===== src/sv/gmsbd_ram.sv =====
`timescale 1ns / 1ps
module gmsbd_ram #(
	parameter int WIDTH = 8,
	parameter int DEPTH = 16
) (
	input  logic                              clk,
	input  logic                              wr_en,
	input  logic [(DEPTH > 1 ? $clog2(DEPTH) : 1)-1:0] wr_addr,
	input  logic [WIDTH-1:0]                  wr_data,
	input  logic [(DEPTH > 1 ? $clog2(DEPTH) : 1)-1:0] rd_addr,
	output logic [WIDTH-1:0]                  rd_data
);
	logic [WIDTH-1:0] mem_q [DEPTH];

	always_ff @(posedge clk) begin
		if (wr_en) begin
			mem_q[wr_addr] <= wr_data;
		end
		rd_data <= mem_q[rd_addr];
	end
endmodule


===== config.mk =====
export PLATFORM = sky130hd
export DESIGN_NAME = gmsbd_ram
export DESIGN_NICKNAME = d
export VERILOG_FILES = /design/src/sv/gmsbd_ram.sv
export SDC_FILE = /design/constraint.sdc
export NUM_CORES = 1
export LEC_CHECK = 0
export BUFFER_PORTS_ARGS = -buffer_cell sky130_fd_sc_hd__buf_2
export CAP_MARGIN = 20
export CORE_MARGIN = 8
export CORE_UTILIZATION = 50
export DETAILED_ROUTE_END_ITERATION = 8
export PLACE_DENSITY = 0.67
export SYNTH_ARGS = -nofsm -noshare
export SYNTH_HDL_FRONTEND = slang
export SYNTH_SLANG_ARGS = --single-unit
export TNS_END_PERCENT = 50

===== constraint.sdc =====
create_clock -name clk -period 2.4 [get_ports clk]
set_input_delay 0.48 -clock clk [delete_from_list [all_inputs] [get_ports clk]]
set_output_delay 0.48 -clock clk [all_outputs]
set_load 0.03 [all_outputs]

== Word level (Yosys, flattened, before mapping) ==
Memories as Yosys holds them, arrays and structs flattened. A register that Yosys moved wholly into a read port is not among the register bits.
Index checks and enable logic that the tools add are counted.

* Register bits after elaboration: 0
* Memory bits (writable): 128
* Bits of input ports: 18
* Output and inout port bits: 8
* Logic and storage cells: 3
* Memories kept: 1

{| class="wikitable"
|+ Memories
! name !! depth !! width !! rd ports !! clocked after memory_dff !! wr ports !! line !! RTL
|-
| mem_q || 16 || 8 || 1 || 1 || 1 || 13 || <nowiki>logic [WIDTH-1:0] mem_q [DEPTH];</nowiki>
|}

* Multiplexer cells: 2

{| class="wikitable"
|+ Operator list
! kind !! count
|-
| $mux 1 || 2
|}

== Longest topological paths before layout ==
Gate-level depths: netlist of run 1.

* Depth after elaboration: 2
* Mapped depth: 5
* Mapped depth without buffers: 3

== Least setup slack after synthesis of run 1 ==
OpenSTA, ideal clock, no wires.

* Kind: input -> register
* From: in wr_addr[2] (netlist name)
* To: mem mem_q[0][0] (enable)
* Setup time: 0.383 ns
* Arrival time: 1.590 ns
* Data required time: 2.017 ns
* Setup slack: 0.427 ns
* Stages: 2
* Buffers on the path: 0
* Cells stage by stage: or3b_2 nor3_1

{| class="wikitable"
|+ RTL lines
! what !! line !! RTL
|-
| start, declared || 8 || <nowiki>input logic [(DEPTH > 1 ? $clog2(DEPTH) : 1)-1:0] wr_addr,</nowiki>
|-
| end, declared || 13 ||
|}

Straight into the memory's write port.

== Worst setup path after layout of run 1 ==
* From: reg rd_data[6], read port of mem_q
* To: out rd_data[6]

{| class="wikitable"
|+ RTL lines
! what !! line !! RTL
|-
| start, declared || 11 || <nowiki>output logic [WIDTH-1:0] rd_data</nowiki>
|}

No word-level cell between the ends.

==> summary by stage, run 1 <==
Yosys
Counting flops with a built-in enable in the synthesized netlist gives 128. In the synthesized netlist the async set-or-reset flop fraction comes to 0. Ranked by total cell area, the synthesized netlist is headed by sky130_fd_sc_hd__edfxtp_1 (75%), sky130_fd_sc_hd__mux4_2 (7.9%), sky130_fd_sc_hd__mux4_1 (7.1%). Of the post-synthesis cell area, the dominant cell type holds 0.747. The post-synthesis area per instance is roughly 22 µm². The synthesized instance count is between 200 and 250.

In this run, synthesis produced a sequential element count of 136. The total nets after synthesis is 247. Summing every instance area after synthesis gives 5150 µm².

The leading cell type by number of instances after synthesis is sky130_fd_sc_hd__edfxtp_1. The synthesized design spends more area on one cell type than any other, namely sky130_fd_sc_hd__edfxtp_1. In the synthesized netlist, the cells that appear most often are sky130_fd_sc_hd__edfxtp_1 (128), sky130_fd_sc_hd__mux4_2 (18), sky130_fd_sc_hd__a22oi_1 (16). For this run, the register share of the synthesized area comes to 0.778. The warning count from the yosys run is 0. The netlist uses 19 different library cells. The predominant post-synthesis flop cell is sky130_fd_sc_hd__edfxtp_1.

Timing
Setup repair after global routing left no endpoint under its margin. The count of pins over their slew limit came to 0. Static timing analysis puts the maximum clock frequency at 650 MHz. At the pin with the least slew margin, the transition time is 706 ps. The worst hold slack is ~350 ps. Dividing the final minimum period by the clock period gives 0.641. Between clock sinks in the finished design, the worst skew comes to ~6.3 ps. In this run the tightest slew margin relative to its limit is 0.528. The setup-violating endpoint count in the final report is 0. The number of hold violations in the final report is 0. The accumulated negative setup slack is 0 ps.

For the finished layout, the period the worst path requires is 1540 ps.

Critical path
The source of the worst register-to-register timing path is mem_q[6][2]. The largest stage delay on the critical path is 340 ps. The worst setup path is launched from a flip-flop. The kind of critical path is reg -> out. In this design, the largest share of critical-path delay is due to flip-flops.

The critical path starts at rd_data[6]. In this run the worst path has a maximum fanout of 1. STA classifies the critical path endpoint as an output port.

The library cell contributing the largest single delay on the critical path is sky130_fd_sc_hd__dfxtp_1. Together, buffers and inverters on the worst path number 1. The required time of the critical path is roughly 1900 ps. At the worst endpoint, the arrival time is around 1100 ps. The critical path goes through buf_2.

GRT
The via count of the first global-routing pass is 2,586. Entering global routing, the biggest net connects 33 pins. The wire length of the first global-routing pass is approximately 15,000 µm. The total routing usage reported by global routing is 0.152.

The number of antenna violations at the first check in global routing is 0. The final global-route overflow total is 0.

Route
In this run the remaining antenna-violating nets after routing total 0. The routed design has just under 10,000 µm of wire. After detailed routing, the number of remaining DRC violations is 0. The detail-routed via count per cell is 5.65. Dividing the detail-routed wire length by the instance count gives 22.5 µm. The first routing iteration left between 200 and 250 violations.

Detailed routing inserted a total of 2,442 vias. The first TritonRoute pass finished after 4 iterations.

Final layout
Measured on the finished design, the core utilization comes to 0.609. The relative area change from synthesis to final layout is 19.9%. The total inserted antenna cells is 0.

The fraction of final layout cells with drive strength greater than 1 is 0.321. The final net count is about 300. After the flow finishes, the layout carries non-filler instances totaling between 400 and 500.

Pwr
The worst vdd rail ir drop is roughly 0.0006 V. The reported leakage power is 2.11 nW. In this run the power density over the cells is 922 nW/µm².

Floorplanning
The die covers 13,800 µm². For this configuration, the core starts out at a cell density of 0.508. For this design the top-level I/O count stands at 26.

The placeable core region is just over 10,000 µm². After floorplanning, the core was divided into 37 placement rows. The horizontal extent of the die is approximately 120 µm.

The die is 117 µm tall.

Worst hold path
The kind of path behind the tightest hold check is in -> reg. The worst hold path begins at wr_data[5].

Run status
The flow ran to the end, and the final reports show no timing, DRC or antenna violations.

Clock network
The H-tree generated during clock tree synthesis spans 4 levels. Clock latency on the worst-skew pair, taken at its later pin, is between 500 and 600 ps. CTS saw between 100 and 150 sinks. The count of buffers added by post-CTS timing repair for setup is 0.

The number of clock buffers inserted by TritonCTS is 17. The post-CTS resize count is 0. The largest buffer count on any clock path is 2. TritonCTS built the clock tree. The count of hold-fix buffers inserted at cts is 0. The register clock-pin slew on the reported worst setup and hold paths is 60 ps. The cell at the root of the clock tree is sky130_fd_sc_hd__clkbuf_8.

Place
The number of buffers inserted by port buffering is 25. The number of placed cells counting well taps is 400. After legalization and detailed placement, the total HPWL measured approximately 5900 µm. At the end of routability-driven placement, the weighted congestion stood at approximately 0.70.

Run
The count of maximum capacitance violations is 0.
==> layout by cell type, fill, tap and decap left out, drive strengths merged <==
| master | instances |
|---|---|
| a22oi | 16 |
| nand3 | 1 |
| dfxtp | 8 |
| and2b | 1 |
| nand2 | 9 |
| clkbuf | 18 |
| and2 | 1 |
| nand2b | 2 |
| or3b | 1 |
| edfxtp | 128 |
| bufinv | 5 |
| nand3b | 2 |
| clkinvlp | 4 |
| nor2b | 1 |
| nor3 | 4 |
| buf | 45 |
| mux4 | 32 |
| clkinv | 4 |
| inv | 1 |
| nor2 | 13 |
==> worst paths after layout <==
kind                               endpoint  slack (ps)  cells past startpoint
worst max-delay path             rd_data[6]         860                      1
worst min register to register   rd_data[6]         680                      3
worst max register to register   rd_data[2]        1060                      3
worst min-delay path            mem_q[5][5]         350                      1
==> routing by layer <==
metal,global-route usage,wire [µm]
met3,0.0388,682
met4,0.0673,82
met2,0.236,4870
met1,0.198,4090
met5,0,0
==> power by group <==
group | leakage (nW) | switching [mW] | total, mW | internal, mW
Combinational | 0.585 | 0.164 | 0.271 | 0.108
Sequential | 1.22 | 0.0158 | 2.67 | 2.66
Clock | 0.298 | 0.952 | 2.75 | 1.80
==> stage by stage <==
stage | worst slack (ps) | power [mW] | instance area [µm²]
4_1_cts | 823 | 5.75 | 6170
5_1_grt | 810 | 5.88 | 6170
3_3_place_gp | 467 | 2.99 | 5530
2_1_floorplan | 427 | 2.88 | 5150
6_report | 862 | 5.69 | 6170
3_5_place_dp | 457 | 3.00 | 5530
==> cell type report <==
class                           count  area, µm²
Clock buffer                       18        418
Clock inverter                     14        224
Fill cell                         715       3970
Multi-Input combinational cell     83       1060
Sequential cell                   136       4000
Tap cell                          136        170
Timing Repair Buffer               45        300
==> state kept, by name, summed over array words and instances (netlist names) <==
| signal | cells |
|---|---|
| mem_q | 128 |
| rd_data | 8 |
==> cells by family (layout without fill, tap and decap cells) <==
kind of cell           Yosys count  in the layout  share of synthesized area
AOI/OAI and AO/OA               16             16                     0.0233
buffers and inverters           10             77                     0.0168
DFF                            136            136                      0.778
muxes                           32             32                      0.150
and+or+nand+nor                 35             35                     0.0318
Note: power is estimated with default switching activity, not from simulation.
==> run 2: changes to the inputs <==
--- a/config.mk
+++ b/config.mk
@@ -5,12 +5,13 @@
 export SDC_FILE = /design/constraint.sdc
 export NUM_CORES = 1
 export LEC_CHECK = 0
+export ABC_AREA = 1
 export BUFFER_PORTS_ARGS = -buffer_cell sky130_fd_sc_hd__buf_2
 export CAP_MARGIN = 20
 export CORE_MARGIN = 8
 export CORE_UTILIZATION = 50
 export DETAILED_ROUTE_END_ITERATION = 8
-export PLACE_DENSITY = 0.67
+export PLACE_DENSITY = 0.7
 export SYNTH_ARGS = -nofsm -noshare
 export SYNTH_HDL_FRONTEND = slang
 export SYNTH_SLANG_ARGS = --single-unit
==> constraint.sdc (replaced) <==
create_clock -name clk -period 1.39 [get_ports clk]
set_input_delay 0.278 -clock clk [delete_from_list [all_inputs] [get_ports clk]]
set_output_delay 0.278 -clock clk [all_outputs]
set_load 0.03 [all_outputs]
==> run 2 against run 1 <==
Wire length grew 36%; power up 77%; die area grew 10%; flip-flop and latch count unchanged; via count grew 60%; synthesized cell count grew 140%; critical path depth is the same; non-clock buffer count up 7; critical path type unchanged; synthesized area increased by 12%.
==> summary by stage, run 2 <==
Place
The global placer's final weighted congestion is 0.861 (+23%). The number of buffers inserted by port buffering is 25 (unchanged). The total cell area at the placement stage is 6160 µm² (+11%). The sum of net half-perimeters after detailed placement came to 8230 µm (+40%).

Final layout
The relative area change from synthesis to final layout is 17.9%. The fraction of final layout cells with drive strength greater than 1 was 0.139 (-0.182). Leaving out fill and tap cells, the most frequent cells in the layout are sky130_fd_sc_hd__nand2_1 (173), sky130_fd_sc_hd__edfxtp_1 (128), sky130_fd_sc_hd__inv_1 (100). The number of flip-flops under the largest register name came to 128 (unchanged). The top register by number of flip-flops is mem_q.

The summed area of non-filler cells in the final layout is 6800 µm² (+10%). The largest registers in the layout are mem_q: 128 flops, rd_data: 8 flops. The final net count is 616 (+100%).

The final core utilization was 0.601 (-0.00833). The total inserted antenna cells is 0 (unchanged). The leading cell type in the layout, fill and taps excluded is sky130_fd_sc_hd__nand2_1. The final-layout fill cell count is 938 (+31%).

Route
The routed wire length was 13,200 µm (+36%). The number of iterations in the first detailed-routing pass is 6 (+2). The count of antenna-violating nets left after detailed routing is 0 (unchanged).

The DRC violations left is 0 (unchanged). The total number of vias is 3,906 (+60%). The number of DRC markers after the initial detailed-route iteration is 423 (+110%). The post-detailed-route wirelength per cell is 17.5 µm (-22%). The detail-routed via count per cell was 5.18 (-8.4%).

GRT
The via count of the first global-routing pass is 3,922 (+52%). The number of antenna violations at the first check in global routing came to 0 (unchanged). The final global-route overflow total is 0 (unchanged). The maximum number of pins on one net before global-route repair was 65 (+97%).

The total routing usage reported by global routing is 0.190 (+0.0382). The wire length of the first global-routing pass is 21,000 µm (+37%).

Worst hold path
The number of cells traversed by the worst hold path is 4 (+3). The kind of path behind the tightest hold check is in -> reg.

Floorplanning
The horizontal extent of the die came to 123 µm (+5.0%). The total die area was 15,200 µm² (+10%). The count of pins on the block boundary was 26 (unchanged). The initial cell density of the core is 0.509 (+0.00168). The y dimension of the die came to 123 µm (+5.0%).

The count of standard-cell rows is 39 (+5.4%). The placeable core region is 11,300 µm² (+12%).

Timing
The number of hold violations in the final report is 0 (unchanged). Setup repair after global routing left no endpoint under its margin. The minimum clock period is 1290 ps. The final worst clock skew was 6.65 ps (+0.390 ps). The setup-violating endpoint count in the final report is 0 (unchanged). Of the available clock period, the critical path in the final layout requires 0.928. The worst max-slew margin expressed relative to the limit was 0.738 (+0.210). The count of pins over their slew limit is 0 (unchanged). The slew at the pin with the worst max-slew slack came to 393 ps (-313 ps). The upper clock frequency limit is 775 MHz. The worst hold slack is 281 ps (-68.4 ps). The accumulated negative setup slack is 0 ps (unchanged).

Yosys
The sequential-to-total area share from yosys stat is 0.694 (-0.0835). The number of enable flip-flop cells after synthesis was 128 (unchanged). The count of cell types in the netlist was 12 (-7). The warning count from the yosys run was 0 (unchanged). The share of flip-flops with an asynchronous set or reset after synthesis is 0 (unchanged).

The total nets after synthesis is 569 (+130%). The predominant post-synthesis flop cell is sky130_fd_sc_hd__edfxtp_1. The post-synthesis instance area came to 5770 µm² (+12%). By count the netlist is led by sky130_fd_sc_hd__nand2_1 (173), sky130_fd_sc_hd__edfxtp_1 (128), sky130_fd_sc_hd__inv_1 (100). The synthesized instance count came to 551 (+140%).

The synthesized design spends more area on one cell type than any other, namely sky130_fd_sc_hd__edfxtp_1. The post-synthesis area per instance came to 10.5 µm² (-53%). The number of synthesized register bits is 136 (unchanged). Sorting the synthesized cells by area gives the leading types as sky130_fd_sc_hd__edfxtp_1 (67%), sky130_fd_sc_hd__nand2_1 (11%), sky130_fd_sc_hd__nand3_1 (8.4%).

The proportion of netlist area held by the largest area contributor is 0.667 (-0.0802). The leading cell type by number of instances after synthesis is sky130_fd_sc_hd__nand2_1.

Critical path
Walking the worst path, the cells encountered are buf_2. The kind of cell adding the most delay to the critical path is flip-flops. STA classifies the critical path endpoint as an output port. The library cell contributing the largest single delay on the critical path is sky130_fd_sc_hd__dfxtp_1. The peak fanout along the critical path was 1 (unchanged). The data arrival time of the critical path is 1010 ps (-50 ps).

The required time of the critical path was 1110 ps (-810 ps). The buffer and inverter count on the worst path is 1 (unchanged). The cell count along the critical path is 1 (unchanged). The worst reg-to-reg path cell count is 6 (+3). The sort of element at the start of the critical path is a flip-flop. The largest stage delay on the critical path came to 370 ps (+30 ps). The critical path in this run is classified as reg -> out.

Clock network
The tree is rooted in a sky130_fd_sc_hd__clkbuf_16. The post-CTS resize count is 0 (unchanged). The count of buffers added by post-CTS timing repair for setup is 0 (unchanged).

The number of clock buffers inserted by TritonCTS is 17 (unchanged). The largest buffer count on any clock path is 2 (unchanged). The CTS tree is yes. The H-tree depth reported by CTS was 4 (unchanged). The number of clock sinks is 136 (unchanged). The insertion delay to the later sink of the worst-skew pair is 420 ps (-90 ps).

The register clock-pin slew on the reported worst setup and hold paths is 60 ps (about the same). The count of hold-fix buffers inserted at cts is 0 (unchanged).

Run status
The run finished with clean final reports.

Pwr
The worst vdd rail ir drop is 0.00114 V (+91%). The power per cell area is 1480 nW/µm² (+60%). The reported leakage power is 2.97 nW (+41%).

Run
The count of maximum capacitance violations is 0 (unchanged).
## run 2: cell families after synthesis
logic type / Yosys count / share of synthesized area
AND/OR/NAND/NOR: 289 / 0.210
flip-flops: 136 / 0.694
buffers and inverters: 126 / 0.0952
## run 2: metrics by stage
stage / total power [mW] / worst slack (ps) / std cells
after global placement: 5.32 / 55.7 / 722
final: 10.1 / 99.9 / 754
after floorplan: 5.07 / 161 / 551
after global routing: 10.4 / 81.7 / 754
after CTS: 10.1 / 76.0 / 754
after detailed placement: 5.33 / 24.4 / 722
## run 2: final timing paths
check	end	from	slack (ps)
max	rd_data[4]	rd_data[4]	100
min	rd_data[7]	rd_addr[2]	280
max reg2reg	rd_data[1]	mem_q[5][1]	330
min reg2reg	rd_data[7]	mem_q[11][7]	680
## run 2: layer usage
layer	share of wire	vias up	routed length, µm	GRT usage
met1	0.41	1849	5370	0.234
met3	0.072	28	958	0.0543
li1	-	1868	-	-
met4	0.031	0	405	0.0888
met5	0	-	0	0
met2	0.49	161	6500	0.304
## run 2: where the power goes
part           internal, mW  switching, mW
registers              4.59         0.0314
clock network          3.14           1.68
logic                 0.187          0.445
## run 2: final cells by class
class	instances	area, µm²	area share
inverter	102	383	0.0563
tap	143	179	0.0263
clock inverter	11	171	0.0252
sequential	136	4000	0.589
clock buffer	21	470	0.0692
multi-input combinational	289	1210	0.179
timing repair buffer	52	378	0.0556
## run 2: tightest hold or removal path, stage by stage
cell                      delay (ps)
sky130_fd_sc_hd__buf_2           160
sky130_fd_sc_hd__nand3_1         100
sky130_fd_sc_hd__nand3_1          70
sky130_fd_sc_hd__nand2_1          60
==> run 3: changes to the inputs <==
--- a/config.mk
+++ b/config.mk
@@ -9,9 +9,8 @@
 export BUFFER_PORTS_ARGS = -buffer_cell sky130_fd_sc_hd__buf_2
 export CAP_MARGIN = 20
 export CORE_MARGIN = 8
-export CORE_UTILIZATION = 50
+export CORE_UTILIZATION = 33
 export DETAILED_ROUTE_END_ITERATION = 8
-export PLACE_DENSITY = 0.7
 export SYNTH_ARGS = -nofsm -noshare
 export SYNTH_HDL_FRONTEND = slang
 export SYNTH_SLANG_ARGS = --single-unit
==> run 3 against run 2 <==
Critical path depth unchanged; worst hold slack worse by 24 ps; sequential share of layout area decreased by 0.087 points; cell count grew 11%; cell area increased by 0.15%; utilization down 20 points; sequential power barely moved; wire length rose by 0.20%; first-iteration DRC count up 2.6%; non-clock buffer count down 1; power fell by 6.5%; critical path type unchanged; highest routed layer unchanged.
==> summary by stage, run 3 (same netlist as run 2, synthesis figures left out) <==
Run status
The run finished with clean final reports.

Critical path
The signal on the critical path passes through buf_2. The worst reg-to-reg path cell count is 6 (unchanged). The setup slack of the most critical reg-to-reg path is 400 ps (+70 ps). The endpoint identified for the worst register-to-register timing path is rd_data[4]. The source of the worst register-to-register timing path is mem_q[1][4].

The worst setup path is launched from a flip-flop. The cell count along the critical path was 1 (unchanged). The largest stage delay on the critical path is 390 ps (+20 ps). The worst setup path is of the reg -> out kind. The data arrival time of the critical path was 1030 ps (+20 ps).

The peak fanout along the critical path is 1 (unchanged). The required time of the critical path is 1110 ps (about the same). The buffer and inverter count on the worst path is 1 (unchanged). The library cell contributing the largest single delay on the critical path is sky130_fd_sc_hd__dfxtp_1.

The element type at the critical path end is an output port. The kind of cell adding the most delay to the critical path is flip-flops.

Final layout
The largest registers in the layout are mem_q: 128 flops, rd_data: 8 flops. The final-layout fill cell count is 1,711 (+82%). Compared with the post-synthesis result, the final layout area differs by 18.1%. The final net count is 615 (-0.16%). The total inserted antenna cells is 0 (unchanged).

The area used by multi-input combinational logic is 1210 µm² (unchanged). The sequential cell area was 4000 µm² (unchanged). The final cell count without fillers was 834 (+11%). The library cell used most frequently in the layout, excluding fill and tap cells, is sky130_fd_sc_hd__nand2_1.

The final core utilization is 0.396 (-0.204). The number of flip-flops under the largest register name is 128 (unchanged). The fraction of final layout cells with drive strength greater than 1 is 0.130 (-0.00940). In the layout the commonest cells are sky130_fd_sc_hd__nand2_1 (173), sky130_fd_sc_hd__edfxtp_1 (128), sky130_fd_sc_hd__inv_1 (100). More flip-flops sit in one register than any other, and that register is mem_q.

GRT
The total routing usage reported by global routing is 0.127 (-0.0625). The final global-route overflow total is 0 (unchanged). The via count of the first global-routing pass was 3,822 (-2.5%). The wire length of the first global-routing pass is 21,100 µm (+0.62%). The number of antenna violations at the first check in global routing is 0 (unchanged). The maximum number of pins on one net before global-route repair is 65 (unchanged).

Route
The count of antenna-violating nets left after detailed routing is 0 (unchanged). The number of iterations in the first detailed-routing pass is 5 (-1). The post-detailed-route wirelength per cell is 15.9 µm (-9.4%). The number of DRC markers after the initial detailed-route iteration is 434 (+2.6%).

The total number of vias is 3,836 (-1.8%). The DRC violations left is 0 (unchanged). The detail-routed via count per cell was 4.60 (-11%).

The routed wire length came to 13,300 µm (+0.20%).

Floorplanning
The initial cell density of the core is 0.336 (-0.174). The count of standard-cell rows came to 48 (+23%). The placeable core region is 17,200 µm² (+52%). The horizontal extent of the die was 148 µm (+20%). The y dimension of the die is 148 µm (+20%).

The count of pins on the block boundary was 26 (unchanged). The total die area is 22,000 µm² (+44%).

Run
The count of maximum capacitance violations is 0 (unchanged).

Clock network
The number of clock buffers inserted by TritonCTS is 17 (unchanged). The largest buffer count on any clock path was 2 (unchanged). The count of buffers added by post-CTS timing repair for setup came to 0 (unchanged). The register clock-pin slew on the reported worst setup and hold paths was 50 ps (about the same). The insertion delay to the later sink of the worst-skew pair is 420 ps (about the same). The H-tree depth reported by CTS came to 4 (unchanged). The post-CTS resize count is 0 (unchanged). The count of hold-fix buffers inserted at cts is 0 (unchanged). The CTS tree is yes.

The tree is rooted in a sky130_fd_sc_hd__clkbuf_16. The number of clock sinks came to 136 (unchanged).

Pwr
The reported leakage power is 2.94 nW (-1.1%). The power per cell area came to 1380 nW/µm² (-6.6%). The worst vdd rail ir drop is 0.000832 V (-27%).

Worst hold path
The kind of path behind the tightest hold check is in -> reg. The startpoint identified for the worst hold timing path is rd_addr[3]. The endpoint of the worst hold-timing path is rd_data[3]. The number of cells traversed by the worst hold path is 3 (-1).

Timing
The share of the clock period used by the worst path is 0.944 (+0.0158). The accumulated negative setup slack is 0 ps (unchanged). The setup-violating endpoint count in the final report came to 0 (unchanged).

Setup repair after global routing left no endpoint under its margin. The minimum clock period is 1310 ps (+22.0 ps). The slew at the pin with the worst max-slew slack was 413 ps (+20.1 ps). The number of hold violations in the final report is 0 (unchanged). The upper clock frequency limit was 762 MHz (-1.7%). The worst max-slew margin expressed relative to the limit is 0.724 (-0.0134). The count of pins over their slew limit was 0 (unchanged). The final worst clock skew was 4.75 ps (-1.90 ps).

Place
The number of buffers inserted by port buffering is 25 (unchanged). The number of placed cells counting well taps came to 803 (+11%). The global placer's final weighted congestion was 0.810 (-5.9%). The sum of net half-perimeters after detailed placement is 8490 µm (+3.2%).
run 3: how the worst max path moves through the flow:
stage	from	to	slack, ps
3_5_place_dp	rd_addr[0]	rd_data[7]	50
3_3_place_gp	rd_addr[0]	rd_data[7]	70
2_1_floorplan	wr_addr[2]	mem_q[10][0]	160
4_1_cts	rd_data[3]	rd_data[3]	50
6_report	rd_data[3]	rd_data[3]	80
5_1_grt	rd_data[3]	rd_data[3]	50
run 3: layout make-up:
| class | instances | share of cell area |
|---|---|---|
| Inverter | 102 | 0.0562 |
| Tap cell | 225 | 0.0413 |
| Clock inverter | 11 | 0.0158 |
| Clock buffer | 20 | 0.0641 |
| Multi-Input combinational cell | 289 | 0.178 |
| Sequential cell | 136 | 0.588 |
| Timing Repair Buffer | 51 | 0.0562 |
run 3: through the flow:
step	setup WS (ps)	instance area, µm²	hold slack [ps]	total power [mW]
finish	77.9	6810	257	9.41
CTS	46.9	6810	242	9.49
floorplan	161	5770	377	5.07
global route	47.7	6810	260	9.74
global placement	68.1	6260	630	5.32
detailed placement	52.6	6260	661	5.33
run 3: report_power, final:
part / total [mW] / internal, mW / switching (mW)
Combinational: 0.621 / 0.186 / 0.435
Clock: 4.17 / 2.59 / 1.58
Sequential: 4.62 / 4.59 / 0.0319
Total: 9.41 / 7.36 / 2.05
run 3: layer usage:
layer  global-route usage  vias to the layer above  share of wire
met3               0.0310                       23          0.052
met5                    0                        -              0
met2                0.195                      122           0.46
li1                     -                     1862              -
met1                0.166                     1829           0.46
met4               0.0627                        0          0.026
